File: config.mk
export PLATFORM = sky130hd
export DESIGN_NAME = bsst_cell
export DESIGN_NICKNAME = d
export VERILOG_FILES = /design/src/hdl/bsst_pkg.sv /design/src/hdl/bsst_cell.sv
export SDC_FILE = /design/constraint.sdc
export NUM_CORES = 1
export LEC_CHECK = 0
export BUFFER_PORTS_ARGS = -buffer_cell sky130_fd_sc_hd__buf_2
export CORE_ASPECT_RATIO = 0.5
export CORE_UTILIZATION = 60
export CTS_CLUSTER_DIAMETER = 120
export DETAILED_ROUTE_END_ITERATION = 16
export GPL_ROUTABILITY_DRIVEN = 0
export PLACE_DENSITY_LB_ADDON = 0.25
export SYNTH_ARGS = -nofsm -noshare
export SYNTH_HDL_FRONTEND = slang
export SYNTH_SLANG_ARGS = --single-unit
File: constraint.sdc
create_clock -name clk_i -period 11.64 [get_ports clk_i]
set_clock_uncertainty 0.15 [all_clocks]
set_input_delay 2.328 -clock clk_i [delete_from_list [all_inputs] [get_ports clk_i]]
set_output_delay 2.328 -clock clk_i [all_outputs]
set_load 0.02 [all_outputs]
File: src/hdl/bsst_pkg.sv
// ----------------------------------------------------------------------------
// bsst_pkg
// Shared types and constants for the bounded set span tracker.
// ----------------------------------------------------------------------------
package bsst_pkg;

  localparam int MAX_ENTRIES = 64;
  localparam int KEY_W       = 32;
  localparam int CNT_W       = $clog2(MAX_ENTRIES + 1);
  localparam int CAP_W       = 7;
  localparam int OUT_CNT_W   = 7;
  localparam int ADDR_W      = 3;
  localparam int DATA_W      = 32;

  localparam logic [KEY_W-1:0] SIGN_BIAS = {1'b1, {(KEY_W-1){1'b0}}};

  // register index taken from paddr[2]
  localparam logic REG_CAPACITY = 1'b0;

  typedef enum logic [1:0] {
    S_IDLE,
    S_INSERT,
    S_GATHER,
    S_UPDATE
  } state_e;

  // what one cell hands to its right-hand neighbour
  typedef struct packed {
    logic             valid;
    logic [KEY_W-1:0] key;
  } link_t;

  // gaps around a freshly inserted key, all ones where there is no neighbour
  typedef struct packed {
    logic             took;
    logic [KEY_W-1:0] lo;
    logic [KEY_W-1:0] hi;
  } gap_t;

endpackage

File: src/hdl/bsst_cell.sv
// ----------------------------------------------------------------------------
// bsst_cell
// One slot of the sorted chain: holds a key, inserts or shifts on request
// and records the gaps to its neighbours when it takes the new key.
// ----------------------------------------------------------------------------
module bsst_cell
  import bsst_pkg::*;
(
  input  logic             clk_i,
  input  logic             rst_ni,
  input  logic             head_i,
  input  logic             ins_i,
  input  logic [KEY_W-1:0] key_i,
  input  link_t            left_i,
  output link_t            link_o,
  output gap_t             gap_o
);

  logic             valid_q, valid_d;
  logic [KEY_W-1:0] key_q, key_d;
  gap_t             gap_q, gap_d;
  logic             le_left;
  logic             gt_self;
  logic             take;

  always_comb begin
    le_left = head_i | (left_i.valid & (left_i.key <= key_i));
    gt_self = ~valid_q | (key_q > key_i);
    take    = le_left & gt_self;

    valid_d = valid_q;
    key_d   = key_q;
    gap_d   = gap_q;
    if (ins_i) begin
      if (!le_left) begin
        // new key lands further left: take the neighbour's word
        valid_d = left_i.valid;
        key_d   = left_i.key;
      end else if (gt_self) begin
        valid_d = 1'b1;
        key_d   = key_i;
      end
      gap_d.took = take;
      gap_d.lo   = (take && !head_i) ? key_i - left_i.key : '1;
      gap_d.hi   = (take && valid_q) ? key_q - key_i : '1;
    end
  end

  always_ff @(posedge clk_i or negedge rst_ni) begin
    if (!rst_ni) begin
      valid_q    <= 1'b0;
      gap_q.took <= 1'b0;
      gap_q.lo   <= '1;
      gap_q.hi   <= '1;
    end else begin
      valid_q    <= valid_d;
      gap_q      <= gap_d;
    end
  end

  always_ff @(posedge clk_i) begin
    key_q    <= key_d;
  end

  assign link_o.valid = valid_q;
  assign link_o.key   = key_q;
  assign gap_o        = gap_q;

endmodule

=== Word-level counts from Yosys, hierarchy flattened ===
Cells that the tools add are included.

* Bits of input ports: 69
* Output and inout port bits: 98
* Register bits: 98
* Word-level logic and storage cells: 25

* Bitwise gates (word level): 5
* Reduce and logical (&&, ||, !) cells: 4
* Mux-type cells: 6
* Equality and inequality tests: 1
* $lt $le $gt $ge: 2
* $add $sub $neg: 2

{| class="wikitable"
|+ Operator list
! operator !! number
|-
| 32-bit 2-to-1 mux || 4
|-
| 32-bit subtractor || 2
|-
| 32-bit > comparator || 1
|-
| 32-bit less-or-equal comparator || 1
|-
| 1-bit bitwise AND || 2
|-
| 1-bit logical AND || 2
|-
| 1-bit 2-to-1 mux || 2
|-
| 2-bit by 1-bit inequality test with 1-bit output (second input constant) || 1
|-
| 1-bit bitwise OR || 2
|-
| 2-bit AND reduction || 1
|-
| 1-bit zero test || 1
|-
| 1-bit NOT || 1
|}

=== Longest topological paths before layout ===
* Depth in word-level cells: 6
* Mapped depth: 14
* Depth with buffers taken out: 12

=== Worst setup path before layout ===
OpenSTA, ideal clock, no wires.

* Path type: input -> register
* Start: input left_i[25] in the netlist's numbering
* End: register key_q[0] (enable)
* Path slack: 4.902 ns
* Cell stages on the path: 13
* Arrival time: 6.147 ns
* Cells stage by stage: inv_1 ha_1 clkbuf_2 nand4_1 and2b_1 a31oi_1 a31oi_1 a2111oi_0 o31ai_1 nor2b_1 buf_2 buf_1 a31oi_1

* Word-level cells in the longest chain between the ends: 5

{| class="wikitable"
|+ RTL lines
! item !! RTL line !! text
|-
| start: declaration || bsst_cell.sv:14 || <nowiki>input link_t left_i,</nowiki>
|-
| 32-bit less-or-equal comparator || bsst_cell.sv:27 || <nowiki>le_left = head_i | (left_i.valid & (left_i.key <= key_i));</nowiki>
|-
| 1-bit bitwise AND || bsst_cell.sv:27 ||
|-
| 1-bit bitwise OR || bsst_cell.sv:27 ||
|-
| 2-bit by 1-bit inequality test with 1-bit output (no line) || - ||
|-
| 2-bit AND reduction (no line) || - ||
|-
| end signal: assignment || bsst_cell.sv:62 || <nowiki>key_q <= key_d;</nowiki>
|-
| end: declaration || bsst_cell.sv:20 || <nowiki>logic [KEY_W-1:0] key_q, key_d;</nowiki>
|}

No other way between the ends.
A chain may end at the register's enable or synchronous reset.

=== Final worst setup path ===
* Start: input key_i[0]
* End: register key_q[12] (enable)

* Word-level cells in the longest chain between the ends: 5
* Elaborated cells on any way between the ends: 7
* Those cells by class: order compare: 2; eq/ne: 1; bitwise: 3; reduce/logical: 1

{| class="wikitable"
|+ RTL lines
! item !! RTL line !! text
|-
| start: declaration || bsst_cell.sv:13 || <nowiki>input logic [KEY_W-1:0] key_i,</nowiki>
|-
| 32-bit less-or-equal comparator || bsst_cell.sv:27 ||
|-
| 1-bit bitwise AND || bsst_cell.sv:27 ||
|-
| 1-bit bitwise OR || bsst_cell.sv:27 ||
|-
| 2-bit by 1-bit inequality test with 1-bit output (no line) (*) || - ||
|-
| 2-bit AND reduction (no line) (*) || - ||
|}

Mark *: on every way between the ends. The rest lies on a longest branch, timed or not.

==> run metrics <==
status=completed; remaining global-route overflow=0; critical path class=in2reg; met2 usage in global routing=50.88%; final hold violation count=0; Port Buffer Count=166; max_cap viols=0; share of synthesized registers carrying an async set or reset=67.35%; share of post-route cells with drive strength above 1=26.86%; post-route minimum period=6311 ps; total clock buffers created by CTS=9; multiplexer area fraction after synthesis=0.3072%; hold buffers post-CTS=0; Mapped Nets=967; launching instance or port of the critical path=key_i[0]; critical path's slowest cell=sky130_fd_sc_hd__nor2b_4; clock root buffer=sky130_fd_sc_hd__clkbuf_16; post-synthesis average cell area=8.813 µm²; Period Utilization, post-route=54.22%; top cell type's share of synthesized area=22.94%; total standard cell area after synthesis=0.007332 mm²; most used standard cell by instance count after synthesis=sky130_fd_sc_hd__inv_1; startpoint type of the worst setup path=input port; final-layout fill cell count=909; flops & latches, synth=98; Max IR drop VDD=0.07012 mV; layer with the highest usage=met2; power density over cell area=136.2 mW/mm²; H-tree depth reported by CTS=3; Synth Area in XOR/XNOR=6.451%; standard-cell row count=28; vias in the first global route=6295; detailed-route via count=6874; cell taking the most area after synthesis=sky130_fd_sc_hd__dfstp_2; Critical Path End=key_q[12]; Synthesis Warnings=0; number of sinks handled by clock tree synthesis=98; DIE HEIGHT=80.17 µm; startpoint of the lowest-slack register-to-register path=key_q[0]; P&R area growth vs syn=16.95%; number of synthesized flops with an enable pin=32; worst path required time=11400 ps; pin count of the biggest net entering global routing=71; RSZ-0062 raised after global routing=no; final antenna-violating net count=0; final slew viol count=0; worst stage delay on the critical path=1050 ps; Core Region=0.01188 mm²; starting utilization of the core area=61.74%; # DRC=0; initial antenna violation count=0; total length of routed wires=19510 µm; worst slack at placement=5058 ps; drt initial violations=551; Synth Area in Adders=11.47%; count of buffers added by post-CTS timing repair for setup=0; Area contributors post-synth=sky130_fd_sc_hd__dfstp_2, sky130_fd_sc_hd__edfxtp_1, sky130_fd_sc_hd__ha_1, sky130_fd_sc_hd__a21oi_1, sky130_fd_sc_hd__inv_1; data arrival time of the critical path=6070 ps; detailed placement HPWL=14820 µm; post-CTS sizing=0; register area share after synthesis=36.72%; wire length of the first global-routing pass=30060 µm; Synth Area in Compound Gates=25.58%; CTS tree=yes; number of antenna diodes=0; clock latency on the worst-skew pair=360 ps; worst setup slack for register-to-register paths=7870 ps; final-layout setup total negative slack=0 ps; fraction of met1 tracks used by global routing=39.17%; Slew headroom=19.20%; most common flop cell mapped by yosys=sky130_fd_sc_hd__dfstp_2; Final Setup Violations=0; count of nets after finishing=1113; Distinct cells, synth=66; Total Power Consumption=1168 µW; clock-pin slew on the worst setup and hold paths=60 ps; slew of the pin with the lowest slew margin=1209 ps; total stage count of the critical path=12; most frequent cells after synthesis=sky130_fd_sc_hd__inv_1, sky130_fd_sc_hd__a21oi_1, sky130_fd_sc_hd__nor2_1; post-synthesis simple-gate area fraction=12.85%; Fmax achieved=158.5 MHz; number of detailed-route iterations in the first pass=5; Critical Path, Cell by Cell=buf_2 -> inv_1 -> ha_1 -> fa_1 -> nor2b_1 -> o31a_1 -> o21ai_0 -> nand2b_1 -> nor3_1 -> o31ai_1 -> nor2b_4 -> a31oi_4; endpoint of the most critical register-to-register path=key_q[12]; largest family of logic cells by synthesized area=compound AO/OA/AOI/OAI gates; Die W=158.3 µm; post-layout worst setup margin=5329 ps; Worst Reg-to-Reg Cells=9; maximum root-to-sink buffer count=2; area of the die=0.01269 mm²; drt wl/cell=16.99 µm; met3 routing resource usage after global routing=8.095%; total I/O pin count=167; GRT Util Overall=30.58%; top cell family by delay on the critical path=simple AND/OR/NAND/NOR gates; per-cell via count in the routed design=5.988; cell count after synthesis=832; endpoint type of the worst setup path=register; worst hold path class=reg2reg; largest driver fanout on the critical path=65; WP buf/inv=2; total leakage power=0.003866 µW
==> sequential cells by signal (all words and copies together) (netlist names) <==
signal / count
gap_o: 65
valid_q: 1
key_q: 32
==> routing by layer <==
layer	vias up	part of all wire, %
li1	3265	-
met1	3284	44
met2	285	45
met3	40	8.3
met4	0	2.1
met5	-	0
==> final cells by class <==
| type | instances | area, µm² | share of cell area (%) |
|---|---|---|---|
| sequential | 98 | 2693 | 31.40 |
| clock buffer | 12 | 246.5 | 2.875 |
| multi-input combinational | 614 | 4177 | 48.71 |
| tap | 165 | 206.4 | 2.408 |
| timing repair buffer | 169 | 853.3 | 9.952 |
| clock inverter | 4 | 76.32 | 0.8901 |
| inverter | 86 | 322.8 | 3.765 |
==> power breakdown <==
part	leakage, µW	internal, µW	total [µW]	switching, µW
registers	0.00101	409	429	19.9
clock network	0.000153	195	332	137
logic	0.00271	156	406	250
==> cells by family (layout without fill, tap and decap cells) <==
kind of cell,Yosys count,in the layout
compound gates,288,288
simple gates,204,204
buf+inv,120,271
flops,98,98
fa+ha+maj,66,66
xor+xnor,54,54
mux,2,2
==> worst min path at each step <==
| stage | startpoint | endpoint | depth (start not counted) | slack, ps |
|---|---|---|---|---|
| after floorplan | gap_o[0] | gap_o[0] | 2 | 370 |
| after global placement | gap_o[29] | gap_o[29] | 2 | 330 |
| after detailed placement | gap_o[6] | gap_o[6] | 2 | 330 |
| after CTS | gap_o[18] | gap_o[18] | 2 | 340 |
| after global routing | gap_o[20] | gap_o[20] | 2 | 350 |
| final | gap_o[18] | gap_o[18] | 2 | 340 |
==> through the flow <==
| step | area, µm² | std cells | hold slack, ps | utilization [%] |
|---|---|---|---|---|
| 2_1_floorplan | 7332 | 832 | 366.5 | - |
| 3_3_place_gp | 8252 | 1132 | 326.2 | 69.48 |
| 3_5_place_dp | 8252 | 1132 | 326.4 | 69.48 |
| 4_1_cts | 8574 | 1148 | 338.7 | 72.20 |
| 5_1_grt | 8574 | 1148 | 354.0 | 72.20 |
| 6_report | 8574 | 1148 | 336.3 | 72.20 |
==> worst reg2reg max path: stages, from the launching register on <==
cell and delay (ps):
sky130_fd_sc_hd__edfxtp_1 380, sky130_fd_sc_hd__inv_1 50, sky130_fd_sc_hd__ha_1 190, sky130_fd_sc_hd__fa_1 400, sky130_fd_sc_hd__nand2b_1 180, sky130_fd_sc_hd__a211oi_1 360, sky130_fd_sc_hd__o31a_1 270, sky130_fd_sc_hd__o41ai_2 160
sky130_fd_sc_hd__o31a_1 330, sky130_fd_sc_hd__a31oi_4 890
==> cells in the final DEF, fill, tap and decap left out, types with 35 or more instances in the layout <==
cell type                   n
sky130_fd_sc_hd__buf_2    166
sky130_fd_sc_hd__inv_1     85
sky130_fd_sc_hd__a21oi_1   84
sky130_fd_sc_hd__nor2_1    70
sky130_fd_sc_hd__nand2_1   65
sky130_fd_sc_hd__ha_1      64
sky130_fd_sc_hd__dfstp_2   64
sky130_fd_sc_hd__o21ai_0   60
sky130_fd_sc_hd__o22a_1    35
Power figures use the tool's default switching activity.
